===== src/rtl/core/mvs_pkg.sv =====
package mvs_pkg;

   // Sizing of the voice table and the tick compare
   localparam int VOICES    = 16;
   localparam int TIME_BITS = 32;

   // Fixed port widths
   localparam int TICK_W  = 32;
   localparam int FIELD_W = 5;

   // Voice numbers count from 1, so they need room for VOICES itself
   localparam int VNUM_W = $clog2(VOICES + 1);
   localparam int CMP_W  = (VNUM_W > FIELD_W) ? VNUM_W : FIELD_W;

   typedef logic [TIME_BITS-1:0] time_type;
   typedef logic [VNUM_W-1:0]    vnum_type;
   typedef logic [FIELD_W-1:0]   field_type;
   typedef logic [TICK_W-1:0]    tick_type;

   // Request kinds
   localparam logic REQ_ASSIGN = 1'b0;
   localparam logic REQ_CLEAR  = 1'b1;

   localparam field_type CSR_VOICES_RESET = field_type'(16);

   // Commit of one beat into the voice table
   typedef struct packed {
      logic commit;
      logic clear;
   } tbl_cmd_type;

   // First-fit lookup for the beat in the input register
   typedef struct packed {
      logic     found;
      vnum_type voice_num;
      vnum_type highest;
      vnum_type highest_next;
   } tbl_look_type;

   // Ticks are taken modulo 2^TIME_BITS
   function automatic time_type to_time(input tick_type tick);
      logic [63:0] wide;
      wide = 64'(tick);
      return wide[TIME_BITS-1:0];
   endfunction

endpackage


===== src/rtl/core/mvs_voice_table.sv =====
module mvs_voice_table (
   input  logic                    clock,
   input  logic                    reset,
   input  mvs_pkg::field_type      limit,
   input  mvs_pkg::time_type       note_start,
   input  mvs_pkg::time_type       note_end,
   input  mvs_pkg::tbl_cmd_type    cmd,
   output mvs_pkg::tbl_look_type   look
);

   logic [mvs_pkg::VOICES-1:0] busy_ff;
   logic [mvs_pkg::VOICES-1:0] busy_in;
   mvs_pkg::time_type          last_end_ff [mvs_pkg::VOICES];
   mvs_pkg::vnum_type          highest_ff;
   mvs_pkg::vnum_type          highest_in;

   logic [mvs_pkg::VOICES-1:0] free;
   logic [mvs_pkg::VOICES-1:0] pick;
   mvs_pkg::vnum_type          voice_num;

   // Free voice: allowed, and either never used or ended strictly before start
   always_comb begin
      for (int v = 0; v < mvs_pkg::VOICES; v++) begin
         free[v] = (mvs_pkg::CMP_W'(v) < mvs_pkg::CMP_W'(limit)) &&
                   (!busy_ff[v] || (note_start > last_end_ff[v]));
      end
   end

   // Isolate the lowest free voice
   assign pick = free & (~free + mvs_pkg::VOICES'(1));

   always_comb begin
      voice_num = '0;
      for (int v = 0; v < mvs_pkg::VOICES; v++) begin
         if (pick[v]) begin
            voice_num = voice_num | mvs_pkg::vnum_type'(v + 1);
         end
      end
   end

   assign look.found        = |free;
   assign look.voice_num    = voice_num;
   assign look.highest      = highest_ff;
   assign look.highest_next = (look.found && (voice_num > highest_ff)) ? voice_num : highest_ff;

   always_comb begin
      busy_in    = busy_ff;
      highest_in = highest_ff;
      if (cmd.commit) begin
         if (cmd.clear) begin
            busy_in    = '0;
            highest_in = '0;
         end else begin
            busy_in    = busy_ff | pick;
            highest_in = look.highest_next;
         end
      end
   end

   always_ff @(posedge clock) begin
      if (reset) begin
         busy_ff    <= '0;
         highest_ff <= '0;
      end else begin
         busy_ff    <= busy_in;
         highest_ff <= highest_in;
      end
   end

   // End ticks are only read behind a busy bit
   always_ff @(posedge clock) begin
      for (int v = 0; v < mvs_pkg::VOICES; v++) begin
         if (cmd.commit && !cmd.clear && pick[v]) begin
            last_end_ff[v] <= note_end;
         end
      end
   end

   a_pick_onehot : assert property (@(posedge clock) disable iff (reset)
      $onehot0(pick))
      else $error("voice pick is not one-hot");

   a_clear_empties : assert property (@(posedge clock) disable iff (reset)
      cmd.commit && cmd.clear |=> busy_ff == '0 && highest_ff == '0)
      else $error("clear left voices in use");

   a_highest_covers : assert property (@(posedge clock) disable iff (reset)
      look.found |-> look.highest_next >= look.voice_num)
      else $error("highest voice below assigned voice");

endmodule


===== src/rtl/core/monophonic_voice_splitter.sv =====
// Path: an accepted beat waits in the input register, then moves into the result register
//   and shows on rsp_*; rsp_stall on a full result register can hold it in the input register.
// Throughput: one note or clear per cycle while rsp_stall does not hold the result register;
//   the parallel compare against every voice's last end tick and the first-fit pick are combinational.
// Reset: synchronous, active high; empties both pipeline registers, forgets every
//   voice and sets the voice limit to 16. There is no clearing pass.
module monophonic_voice_splitter (
   input  logic                   clock,
   input  logic                   reset,
   // request channel
   input  logic                   req_valid,
   output logic                   req_stall,
   input  logic                   req_type,
   input  mvs_pkg::tick_type      req_note_start,
   input  mvs_pkg::tick_type      req_note_end,
   // response channel
   output logic                   rsp_valid,
   input  logic                   rsp_stall,
   output mvs_pkg::field_type     rsp_voice,
   output logic                   rsp_no_voice,
   output mvs_pkg::field_type     rsp_max_polyphony,
   // configuration
   input  logic                   csr_wr_en,
   input  mvs_pkg::field_type     csr_wr_data
);

   // Configuration register: number of voices that may be assigned
   mvs_pkg::field_type csr_voices_ff;
   mvs_pkg::field_type csr_voices_in;

   // Input register
   logic               s1_vld_ff;
   logic               s1_vld_in;
   logic               s1_clear_ff;
   mvs_pkg::time_type  s1_start_ff;
   mvs_pkg::time_type  s1_end_ff;

   // Result register
   logic               rsp_valid_ff;
   logic               rsp_valid_in;
   mvs_pkg::field_type rsp_voice_ff;
   mvs_pkg::field_type rsp_voice_in;
   logic               rsp_no_voice_ff;
   logic               rsp_no_voice_in;
   mvs_pkg::field_type rsp_poly_ff;
   mvs_pkg::field_type rsp_poly_in;

   logic                  out_ready;
   logic                  s1_advance;
   logic                  req_accept;
   mvs_pkg::tbl_cmd_type  tbl_cmd;
   mvs_pkg::tbl_look_type tbl_look;

   // Handshake: the result register frees up when empty or being taken,
   // and the input register drains into it whenever it does.
   assign out_ready  = !rsp_valid_ff || !rsp_stall;
   assign s1_advance = s1_vld_ff && out_ready;
   assign req_stall  = s1_vld_ff && !out_ready;
   assign req_accept = req_valid && !req_stall;

   assign csr_voices_in = csr_wr_en ? csr_wr_data : csr_voices_ff;

   always_comb begin
      s1_vld_in = s1_vld_ff;
      if (req_accept) begin
         s1_vld_in = 1'b1;
      end else if (s1_advance) begin
         s1_vld_in = 1'b0;
      end
   end

   // Commit the beat to the voice table as it moves into the result register
   assign tbl_cmd.commit = s1_advance;
   assign tbl_cmd.clear  = s1_clear_ff;

   mvs_voice_table u_table (
      .clock      (clock),
      .reset      (reset),
      .limit      (csr_voices_ff),
      .note_start (s1_start_ff),
      .note_end   (s1_end_ff),
      .cmd        (tbl_cmd),
      .look       (tbl_look)
   );

   // Build the result beat; voice numbers are cut to the port width
   always_comb begin
      rsp_valid_in = rsp_valid_ff;
      if (s1_advance) begin
         rsp_valid_in = 1'b1;
      end else if (out_ready) begin
         rsp_valid_in = 1'b0;
      end

      if (s1_clear_ff) begin
         rsp_voice_in    = '0;
         rsp_no_voice_in = 1'b0;
         rsp_poly_in     = '0;
      end else if (tbl_look.found) begin
         rsp_voice_in    = mvs_pkg::field_type'(tbl_look.voice_num);
         rsp_no_voice_in = 1'b0;
         rsp_poly_in     = mvs_pkg::field_type'(tbl_look.highest_next);
      end else begin
         rsp_voice_in    = '0;
         rsp_no_voice_in = 1'b1;
         rsp_poly_in     = mvs_pkg::field_type'(tbl_look.highest);
      end
   end

   always_ff @(posedge clock) begin
      if (reset) begin
         csr_voices_ff <= mvs_pkg::CSR_VOICES_RESET;
         s1_vld_ff     <= 1'b0;
         rsp_valid_ff  <= 1'b0;
      end else begin
         csr_voices_ff <= csr_voices_in;
         s1_vld_ff     <= s1_vld_in;
         rsp_valid_ff  <= rsp_valid_in;
      end
   end

   // Payload: load the input register on accept, the result register on advance
   always_ff @(posedge clock) begin
      if (req_accept) begin
         s1_clear_ff <= (req_type == mvs_pkg::REQ_CLEAR);
         s1_start_ff <= mvs_pkg::to_time(req_note_start);
         s1_end_ff   <= mvs_pkg::to_time(req_note_end);
      end
      if (s1_advance) begin
         rsp_voice_ff    <= rsp_voice_in;
         rsp_no_voice_ff <= rsp_no_voice_in;
         rsp_poly_ff     <= rsp_poly_in;
      end
   end

   assign rsp_valid         = rsp_valid_ff;
   assign rsp_voice         = rsp_voice_ff;
   assign rsp_no_voice      = rsp_no_voice_ff;
   assign rsp_max_polyphony = rsp_poly_ff;

   a_stall_only_when_full : assert property (@(posedge clock) disable iff (reset)
      req_stall |-> s1_vld_ff && rsp_valid_ff)
      else $error("request stalled with room in the pipeline");

   a_no_voice_zero : assert property (@(posedge clock) disable iff (reset)
      rsp_valid && rsp_no_voice |-> rsp_voice == '0)
      else $error("voice given together with no_voice");

   a_clear_result : assert property (@(posedge clock) disable iff (reset)
      s1_advance && s1_clear_ff |=>
         rsp_valid && rsp_voice == '0 && !rsp_no_voice && rsp_max_polyphony == '0)
      else $error("clear beat gave a nonzero result");

endmodule


===== config.mk =====
export PLATFORM = sky130hd
export DESIGN_NAME = monophonic_voice_splitter
export DESIGN_NICKNAME = d
export VERILOG_FILES = /design/src/rtl/core/mvs_pkg.sv /design/src/rtl/core/mvs_voice_table.sv /design/src/rtl/core/monophonic_voice_splitter.sv
export SDC_FILE = /design/constraint.sdc
export NUM_CORES = 1
export LEC_CHECK = 0
export BUFFER_PORTS_ARGS = -buffer_cell sky130_fd_sc_hd__buf_4
export CAP_MARGIN = 20
export CORE_MARGIN = 2
export CORE_UTILIZATION = 40
export CTS_BUF_LIST = sky130_fd_sc_hd__clkbuf_8
export DETAILED_ROUTE_END_ITERATION = 12
export SLEW_MARGIN = 30
export SYNTH_ARGS = -nofsm -noshare
export SYNTH_HDL_FRONTEND = slang
export SYNTH_SLANG_ARGS = --single-unit

===== constraint.sdc =====
create_clock -name clock -period 5.17 [get_ports clock]
set_clock_uncertainty 0.05 [all_clocks]
set_input_delay 0 -clock clock [delete_from_list [all_inputs] [get_ports clock]]
set_output_delay 0 -clock clock [all_outputs]
set_load 0.005 [all_outputs]

=== Word-level counts from Yosys, hierarchy flattened ===
Memory sizes are Yosys's and may differ from the RTL's.
Index checks and enable logic that the tools add are counted.

* RAM bits: 512
* Memories: 1
* Logic and storage cells: 246
* Register bits: 104
* Output and inout bits: 13

* $add $sub $neg: 1
* Bitwise logic cells: 4
* Reduce and logical (&&, ||, !) cells: 94
* Mux-type cells: 102
* Order comparisons: 33

{| class="wikitable"
|+ Memories
! memory !! depth !! bits a word !! read ports !! clocked after memory_dff !! write ports !! RTL line !! RTL
|-
| u_table.last_end_ff || 16 || 32 || 16 || 0 || 1 || mvs_voice_table.sv:13 || <nowiki>mvs_pkg::time_type last_end_ff [mvs_pkg::VOICES];</nowiki>
|}

{| class="wikitable"
|+ Operator list
! cell !! number
|-
| $gt 32x32->1 || 16
|-
| $mux 32 || 15
|-
| $reduce_or 32->1 || 15
|-
| $mux 4 || 23
|-
| $mux 1 || 53
|-
| $lt 4x5->1 const A || 8
|-
| $logic_and 1x1->1 || 37
|-
| $logic_not 1->1 || 21
|-
| $lt 3x5->1 const A || 4
|-
| $mux 5 || 4
|-
| $logic_or 1x1->1 || 17
|-
| $add 16x1->16 const B || 1
|-
| $and 16x16->16 || 1
|-
| $mux 16 || 1
|-
| $not 16->16 || 1
|-
| $or 16x16->16 || 1
|-
| $reduce_or 16->1 || 1
|-
| $mux 3 || 4
|-
| $lt 1x5->1 const A || 2
|-
| $lt 2x5->1 const A || 2
|-
| $gt 5x5->1 || 1
|-
| $mux 2 || 2
|-
| $reduce_bool 2->1 || 2
|-
| $reduce_or 2->1 || 1
|-
| $not 1->1 || 1
|}

=== Depth between registers and ports, before layout ===
Gate-level depths: netlist of run 1.
An unclocked memory read counts as a cell.

* Depth after elaboration: 27
* Gate-level depth with buffers: 22
* Gate-level depth less buffers: 21

=== By module ===
Synthesis of run 1 repeated with hierarchy kept, for this count alone.

* Cell total of the unflattened synthesis: 2650
* Area, all modules: 32384.8 um^2

{| class="wikitable"
|+ By module, submodules not included
! module !! cells each !! area each (um^2) !! seq. area each (um^2) !! times used
|-
| mvs_voice_table || 2530 || 29718.5 || 15795.1 || 1
|-
| monophonic_voice_splitter || 120 || 2666.3 || 2422.3 || 1
|}

=== Worst setup path after synthesis of run 1 ===
Ideal clock, no wire load.

* Path type: register -> register
* Start point: reg s1_start_ff[11]
* End point: mem u_table.last_end_ff[0][192] (netlist name), enable pin
* Stages on the path, launching flop included: 11
* Data required time: 4657 ps
* Path buffers: 0
* Path slack: -236 ps
* Data arrival time: 4893 ps
* Cells stage by stage: edfxtp_1 ha_1 nand4_1 or4_4 nor3_2 nand3_1 a32oi_2 o21ai_2 nor2_1 nand2_1 nor3_1

* Longest elaborated chain between the ends: 25
* Elaborated cells on any way between the ends: 144

{| class="wikitable"
|+ RTL lines
! element !! RTL line !! RTL
|-
| from (decl) || monophonic_voice_splitter.sv:35 || <nowiki>mvs_pkg::time_type s1_start_ff;</nowiki>
|-
| from (signal assigned) || monophonic_voice_splitter.sv:126 || <nowiki>s1_start_ff <= mvs_pkg::to_time(req_note_start);</nowiki>
|-
| $gt 32x32->1 || mvs_voice_table.sv:25 || <nowiki>(!busy_ff[v] || (note_start > last_end_ff[v]));</nowiki>
|-
| $logic_or 1x1->1 || mvs_voice_table.sv:25 ||
|-
| $logic_and 1x1->1 || mvs_voice_table.sv:24 || <nowiki>free[v] = (mvs_pkg::CMP_W'(v) < mvs_pkg::CMP_W'(limit)) &&</nowiki>
|-
| $not 16->16 || mvs_voice_table.sv:30 || <nowiki>assign pick = free & (~free + mvs_pkg::VOICES'(1));</nowiki>
|-
| $add 16x1->16 || mvs_voice_table.sv:30 ||
|-
| $and 16x16->16 (*) || mvs_voice_table.sv:30 ||
|-
| $logic_and 1x1->1 || mvs_voice_table.sv:73 || <nowiki>if (cmd.commit && !cmd.clear && pick[v]) begin</nowiki>
|-
| $mux 1 || mvs_voice_table.sv:73 ||
|-
| $mux 1 (implied by the code) || mvs_voice_table.sv:74 || <nowiki>last_end_ff[v] <= note_end;</nowiki>
|-
| $reduce_or 32->1 (no line) || - ||
|-
| $mux 4 (no line) or $mux 1 (tied branches) (15 in a row) || - ||
|-
| to (decl) || mvs_voice_table.sv:13 ||
|}

Every way passes the cells marked *; elsewhere a longest branch is shown, timed or not.

==> results of run 1 <==
## sequential cells by signal (all words and copies together) (netlist names)
register and count:
u_table.highest_ff 5, u_table.busy_ff 16, rsp_voice 5, s1_vld_ff 1, u_table.last_end_ff 512, csr_voices_ff 5, rsp_valid 1, s1_clear_ff 1
s1_end_ff 32, rsp_no_voice 1, s1_start_ff 32, rsp_max_polyphony 5
## final cells by class
class | instances | area share [%]
sequential | 616 | 43.2
clock buffer | 111 | 3.62
antenna | 2 | 0.0119
multi-input combinational | 1519 | 31.0
tap | 1060 | 3.14
clock inverter | 82 | 1.22
inverter | 525 | 4.67
timing repair buffer | 635 | 13.2
## synth_stat cells (28+ instances only)
cell,n
edfxtp_1,588
o21ai_0,65
nand2_1,123
a21o_1,43
nor2_1,72
ha_1,517
nand4_1,88
inv_1,524
nand3_1,72
dfxtp_1,28
nor3_1,28
a21oi_1,211
## placed cells by master (no fill, tap or decap), types with 13 or more instances in the layout
cell,instances
ha_4,27
clkbuf_8,111
a211oi_1,15
ha_1,489
dfxtp_1,28
buf_12,19
o211ai_1,14
edfxtp_1,588
nor2b_1,19
a21oi_1,204
nand2b_1,18
buf_4,421
inv_1,546
nor3_1,17
nand3_1,71
nand2_1,123
clkinv_1,29
buf_6,36
nor2_1,68
a31oi_1,16
dlygate4sd3_1,158
nand4_1,88
clkinv_2,18
o21ai_0,52
o21a_1,18
and3_1,13
a21o_1,43
## cell families after synthesis
| kind of cell | Yosys count |
|---|---|
| mux | 7 |
| simple gates | 512 |
| flops | 616 |
| compound gates | 482 |
| fa+ha+maj | 517 |
| buf+inv | 536 |
## through the flow
step	TNS, ns	area, um^2	std cells
final	0	42200	4550
after global routing	-0.317	42200	4549
after CTS	0	41100	4505
after detailed placement	-3.80	37100	4124
after global placement	-3.69	37100	4124
after floorplan	-29.13	32500	2670
## worst max-delay path: cells and delay by family, from the launching register on
family	cells	cell delay, ns
buf+inv	15	1.89
simple gates	5	1.04
compound gates	5	1.02
flops	1	0.55
fa+ha+maj	1	0.36
## power groups by stage
stage,combinational [uW],sequential [uW],clock [uW]
6_report,1100,5640,4390
5_1_grt,1200,5650,4690
3_3_place_gp,853,5740,0
4_1_cts,1020,5640,4470
2_1_floorplan,398,5720,0
3_5_place_dp,878,5740,0
## metal layers
metal  GRT usage, %  vias to the layer above
met1           34.6                    11800
met4           8.47                        2
met3           3.40                      151
li1               -                    11300
met5              0                        -
met2           37.6                      769
## timing repair
item                                    CTS  global route
hold buffers                            158             0
buffers inserted                         30            47
hold endpoints to repair                104             0
pin swaps                                26            66
gates resized for setup                  40           122
endpoints found under the setup margin   10            11
gates cloned                              1             1
## worst max path at each step
stage | end | from | cells after the start
floorplan | u_table.last_end_ff[0][192]$_DFFE_PP_ | s1_start_ff[11]$_DFFE_PP_ | 10
global placement | u_table.highest_ff[0]$_SDFFE_PP0P_ | s1_start_ff[31]$_DFFE_PP_ | 24
detailed placement | u_table.highest_ff[0]$_SDFFE_PP0P_ | s1_start_ff[31]$_DFFE_PP_ | 24
CTS | u_table.highest_ff[0]$_SDFFE_PP0P_ | s1_start_ff[15]$_DFFE_PP_ | 23
global route | rsp_max_polyphony[2]$_SDFFCE_PP0P_ | s1_start_ff[31]$_DFFE_PP_ | 25
finish | rsp_voice[1]$_SDFFCE_PP0P_ | s1_start_ff[8]$_DFFE_PP_ | 26
==> impl_metrics.toml, run 1 <==
[run_status]
outcome = "finished, final reports clean"

[routing]
wl_um = 102000
wl_per_cell_um = 22.4
vias = 24000
antenna_left = 0
drc = 0
drtIter0Drc = 2041
detail_route.first_pass.iterations = 5
dr_wl_met2_um = 45300
highest_layer = "met5"
routedLengthMet1_um = 46400
avgViaCountPerCell = 5.28
wl_met3_um = 6920

[synthesis]
yosysWarnings = 0
synthAdderAreaFrac_pct = 19.9
syn-cell-area_um2 = 32500
synth-seq-cells = 616
synthMuxAreaShare_pct = 0.216
yosys.area.top_type = "edfxtp_1"
ys_top_cells_by_area = "edfxtp_1 54%, ha_1 20%, inv_1 6.1%"
synth_nets = 3262
synth_area_per_cell_um2 = 12.2
synth_edf_count = 588
synth_ff_type = "edfxtp_1"
async_flop_share_pct = 0
synth-xor-area-share_pct = 0
synth_top_family_by_area = "adder cells"
synth.distinct_cells = 75
ys_seq_area_share_pct = 56.1
synth-compound-area-share_pct = 9.35
syn_inst = 2670
synthSimpleGateAreaFrac_pct = 8.27
synth.top_cell.area_share_pct = 54.3

[sta]
worst_slack_ns = 0.0515
tightest_slew_ns = 0.916
relSlewSlack_pct = 39.0
fin_crit_ns = 5.12
hold_viol = 0
hold_ws_ns = 0.123
finalSetupViolCount = 0
slew_violations = 0
period_share_pct = 99.0
fmax_mhz = 195
rsz0062_at_grt = "yes"

[grt]
first_global_vias = 23600
overflow = 0
grt.total_usage_pct = 24.2
grt_max_degree = 66
antenna_found_initial = 6
grt_pass1_wl_um = 147000

[setup_path]
worst-path-max-fanout = 7
endpoint_kind = "flop"
crit_path_top_delay_cell = "or4_4"
worst_ep_required_time_ns = 5.65
slowest_delay_ns = 0.60
critical_path_class = "reg -> reg"
crit-reg2reg-launch = "s1_start_ff[8]$_DFFE_PP_"
worstPathArrival_ns = 5.59
r2r_setup_slack_ns = 0.05
reg2reg_depth = 26
worstReg2RegEnd = "rsp_voice[1]$_SDFFCE_PP0P_"
cp_common_cell = "buf_4"
critPathLaunchType = "flop"

[final_layout]
area_growth_syn_to_layout_pct = 29.9
multi_input_area_um2 = 13100
final_nets = 3996
fillers = 6956
drive_gt1_share_pct = 21.4
regArea_um2 = 18200
fin_util_pct = 52.5

[placed_design]
dp_hpwl_um = 73400
pre_cts_slack_ns = -0.461
place_congestion = 0.959
io_buffers = 87

[floorplan]
die_x_um = 289
io_pins = 88
dieHeight_um = 289
dieArea_um2 = 83500
start_util_pct = 40.4
num_rows = 104
coreArea_um2 = 80400

[power_and_ir_drop]
p_comb_share_pct = 9.9
p_seq_share_pct = 50.7
leakagePower_uw = 0.0186
clockPowerShare_pct = 39.4
power.net_switching_uw = 2790
totalPowerFinal_uw = 11100
switching_share_pct = 25.0
pwr_density_cell_nw_per_um2 = 264
vdd_ir_drop_max_mv = 0.149
internal-power_uw = 8340

[clocking]
cts.sinks = 616
cts_tree = "built"
clkTransAtPathRegs_ns = 0.07
cts.htree.levels = 3
cts.path.max_buffers = 3
cts_root_buf = "clkbuf_8"
clk_latency_ns = 0.76
cts_buffers = 107

[hold_path]
hold_class = "in -> reg"
holdPathStages = 3
min_to = "u_table.busy_ff[12]$_SDFFE_PP0P_"
holdCritStartpoint = "reset"

[run]
drv_cap = 0
No activity file was read; power rests on OpenSTA's default activity.
==> inputs of run 2 (changes only) <==
==> constraint.sdc (replaced) <==
create_clock -name clock -period 4.13 [get_ports clock]
set_clock_uncertainty 0.05 [all_clocks]
set_input_delay 0 -clock clock [delete_from_list [all_inputs] [get_ports clock]]
set_output_delay 0 -clock clock [all_outputs]
set_load 0.005 [all_outputs]
==> run 2 against run 1 <==
Against the previous run:
- power increased by 26%
- critical path depth decreased by 1
- flip-flop and latch count unchanged
- non-clock buffer count increased by 167
- via count increased by 3.1%
- worst setup slack got worse by 0.93 ns
- combinational power increased by 43%
- the run now ends with setup timing left
- sequential power increased by 25%
==> impl_metrics.toml, run 2 (synthesis results as in run 1) <==
[grt]
overflow = 0
grt_max_degree = 41
first_global_vias = 25100
grt_pass1_wl_um = 153000
antenna_found_initial = 2
grt.total_usage_pct = 25.1

[final_layout]
fin_util_pct = 55.9
fillers = 6725
largest_register_ffs = 512
drive_gt1_share_pct = 27.1
final_nets = 4166
regMostFlops = "u_table.last_end_ff"
largest_registers = "u_table.last_end_ff: 512 flops, s1_end_ff: 32 flops, s1_start_ff: 32 flops"
final_common_cell = "edfxtp_1"
final_cell_mix = "588 x edfxtp_1, 561 x inv_1, 526 x buf_4"
area_growth_syn_to_layout_pct = 38.5

[setup_path]
endpoint_kind = "flop"
worst-path-max-fanout = 7
critPathLaunchType = "flop"
slowest_delay_ns = 0.51
path_buf_inv = 6
cp_common_cell = "buf_4"
worst_ep_required_time_ns = 4.54
critical_path_class = "reg -> reg"
worstPathArrival_ns = 5.41
cp_top_family = "compound AO/OA/AOI/OAI gates"
crit_path_top_delay_cell = "or4b_4"

[floorplan]
dieArea_um2 = 83500
io_pins = 88
num_rows = 104
die_x_um = 289
dieHeight_um = 289
coreArea_um2 = 80400
start_util_pct = 40.4

[routing]
wl_um = 109000
detail_route.first_pass.iterations = 5
vias = 24800
drc = 0
drtIter0Drc = 1875
antenna_left = 0
avgViaCountPerCell = 5.24
wl_per_cell_um = 23.0

[sta]
hold_ws_ns = 0.206
worst_slack_ns = -0.874
slew_violations = 0
fmax_mhz = 200
hold_viol = 0
relSlewSlack_pct = 31.8
finalSetupViolCount = 61
period_share_pct = 121
rsz0062_at_grt = "yes"
fin_crit_ns = 5.00
tightest_slew_ns = 1.02

[hold_path]
hold_class = "in -> reg"

[run_status]
violations = "setup timing"
outcome = "finished with violations"

[clocking]
cts.htree.levels = 3
cts_tree = "built"
cts.sinks = 616
cts.path.max_buffers = 3
clk_latency_ns = 0.74
cts_buffers = 110
cts_root_buf = "clkbuf_8"
clkTransAtPathRegs_ns = 0.06

[placed_design]
io_buffers = 87
dp_hpwl_um = 76000
place_congestion = 0.959

[power_and_ir_drop]
leakagePower_uw = 0.0197
pwr_density_cell_nw_per_um2 = 312
totalPowerFinal_uw = 14100
vdd_ir_drop_max_mv = 0.232

[run]
drv_cap = 0
==> run 2: metrics by stage <==
step	area, um^2	setup slack [ns]	setup TNS (ns)	cells
floorplan	32600	-0.537	-50.89	2670
global placement	38300	-1.51	-87.94	4244
detailed placement	38300	-1.55	-107.90	4244
CTS	43100	-0.767	-8.56	4656
global route	45000	-1.01	-17.46	4726
finish	45000	-0.874	-9.89	4726
==> run 2: final timing paths <==
| check | startpoint | endpoint | slack, ns | cells past startpoint |
|---|---|---|---|---|
| worst max-delay path | s1_start_ff[14]$_DFFE_PP_ | rsp_max_polyphony[2]$_SDFFCE_PP0P_ | -0.87 | 25 |
| worst min-delay path | reset | u_table.busy_ff[10]$_SDFFE_PP0P_ | 0.21 | 3 |
| worst max register to register | s1_start_ff[14]$_DFFE_PP_ | rsp_max_polyphony[2]$_SDFFCE_PP0P_ | -0.87 | 25 |
| worst min register to register | u_table.highest_ff[4]$_SDFFE_PP0P_ | u_table.highest_ff[4]$_SDFFE_PP0P_ | 0.48 | 2 |
==> run 2: repair_timing <==
item                       in CTS  in global routing
buffers inserted               48                 61
gates cloned                    3                 12
setup endpoints to repair     377                265
resized for setup             126                176
hold endpoints to repair      134                  0
pin swaps                      30                 58
hold buffers                  158                  0
==> run 2: cell type report <==
class                           instances  area [um^2]  share of cell area, %
Sequential cell                       616        18200                   40.5
Clock buffer                          116         1600                   3.55
Inverter                              525         1970                   4.38
Timing Repair Buffer                  802         7370                   16.4
Multi-Input combinational cell       1519        14000                   31.2
Clock inverter                         87          459                   1.02
Antenna cell                            1         2.50                0.00556
Tap cell                             1060         1330                   2.95
==> run 2: report_power, final <==
group / switching (uW) / internal, uW / total, uW / leakage, uW
combinational: 772 / 794 / 1570 / 0.0130
sequential: 148 / 6920 / 7060 / 0.00558
clock: 2650 / 2780 / 5430 / 0.00119
total: 3570 / 10500 / 14100 / 0.0197
==> run 2: routing by layer <==
layer / global-route usage [%] / vias to the layer above / wire length (um)
li1: - / 11600 / -
met1: 30.6 / 12100 / 43900
met2: 43.5 / 816 / 52800
met3: 4.34 / 228 / 6390
met4: 11.3 / 0 / 5750
met5: 0 / - / 0
==> run 2: worst min-delay path: cells and delay by family <==
kind / cells / cell delay, ns
simple gates: 1 / 0.13
buf+inv: 2 / 0.82
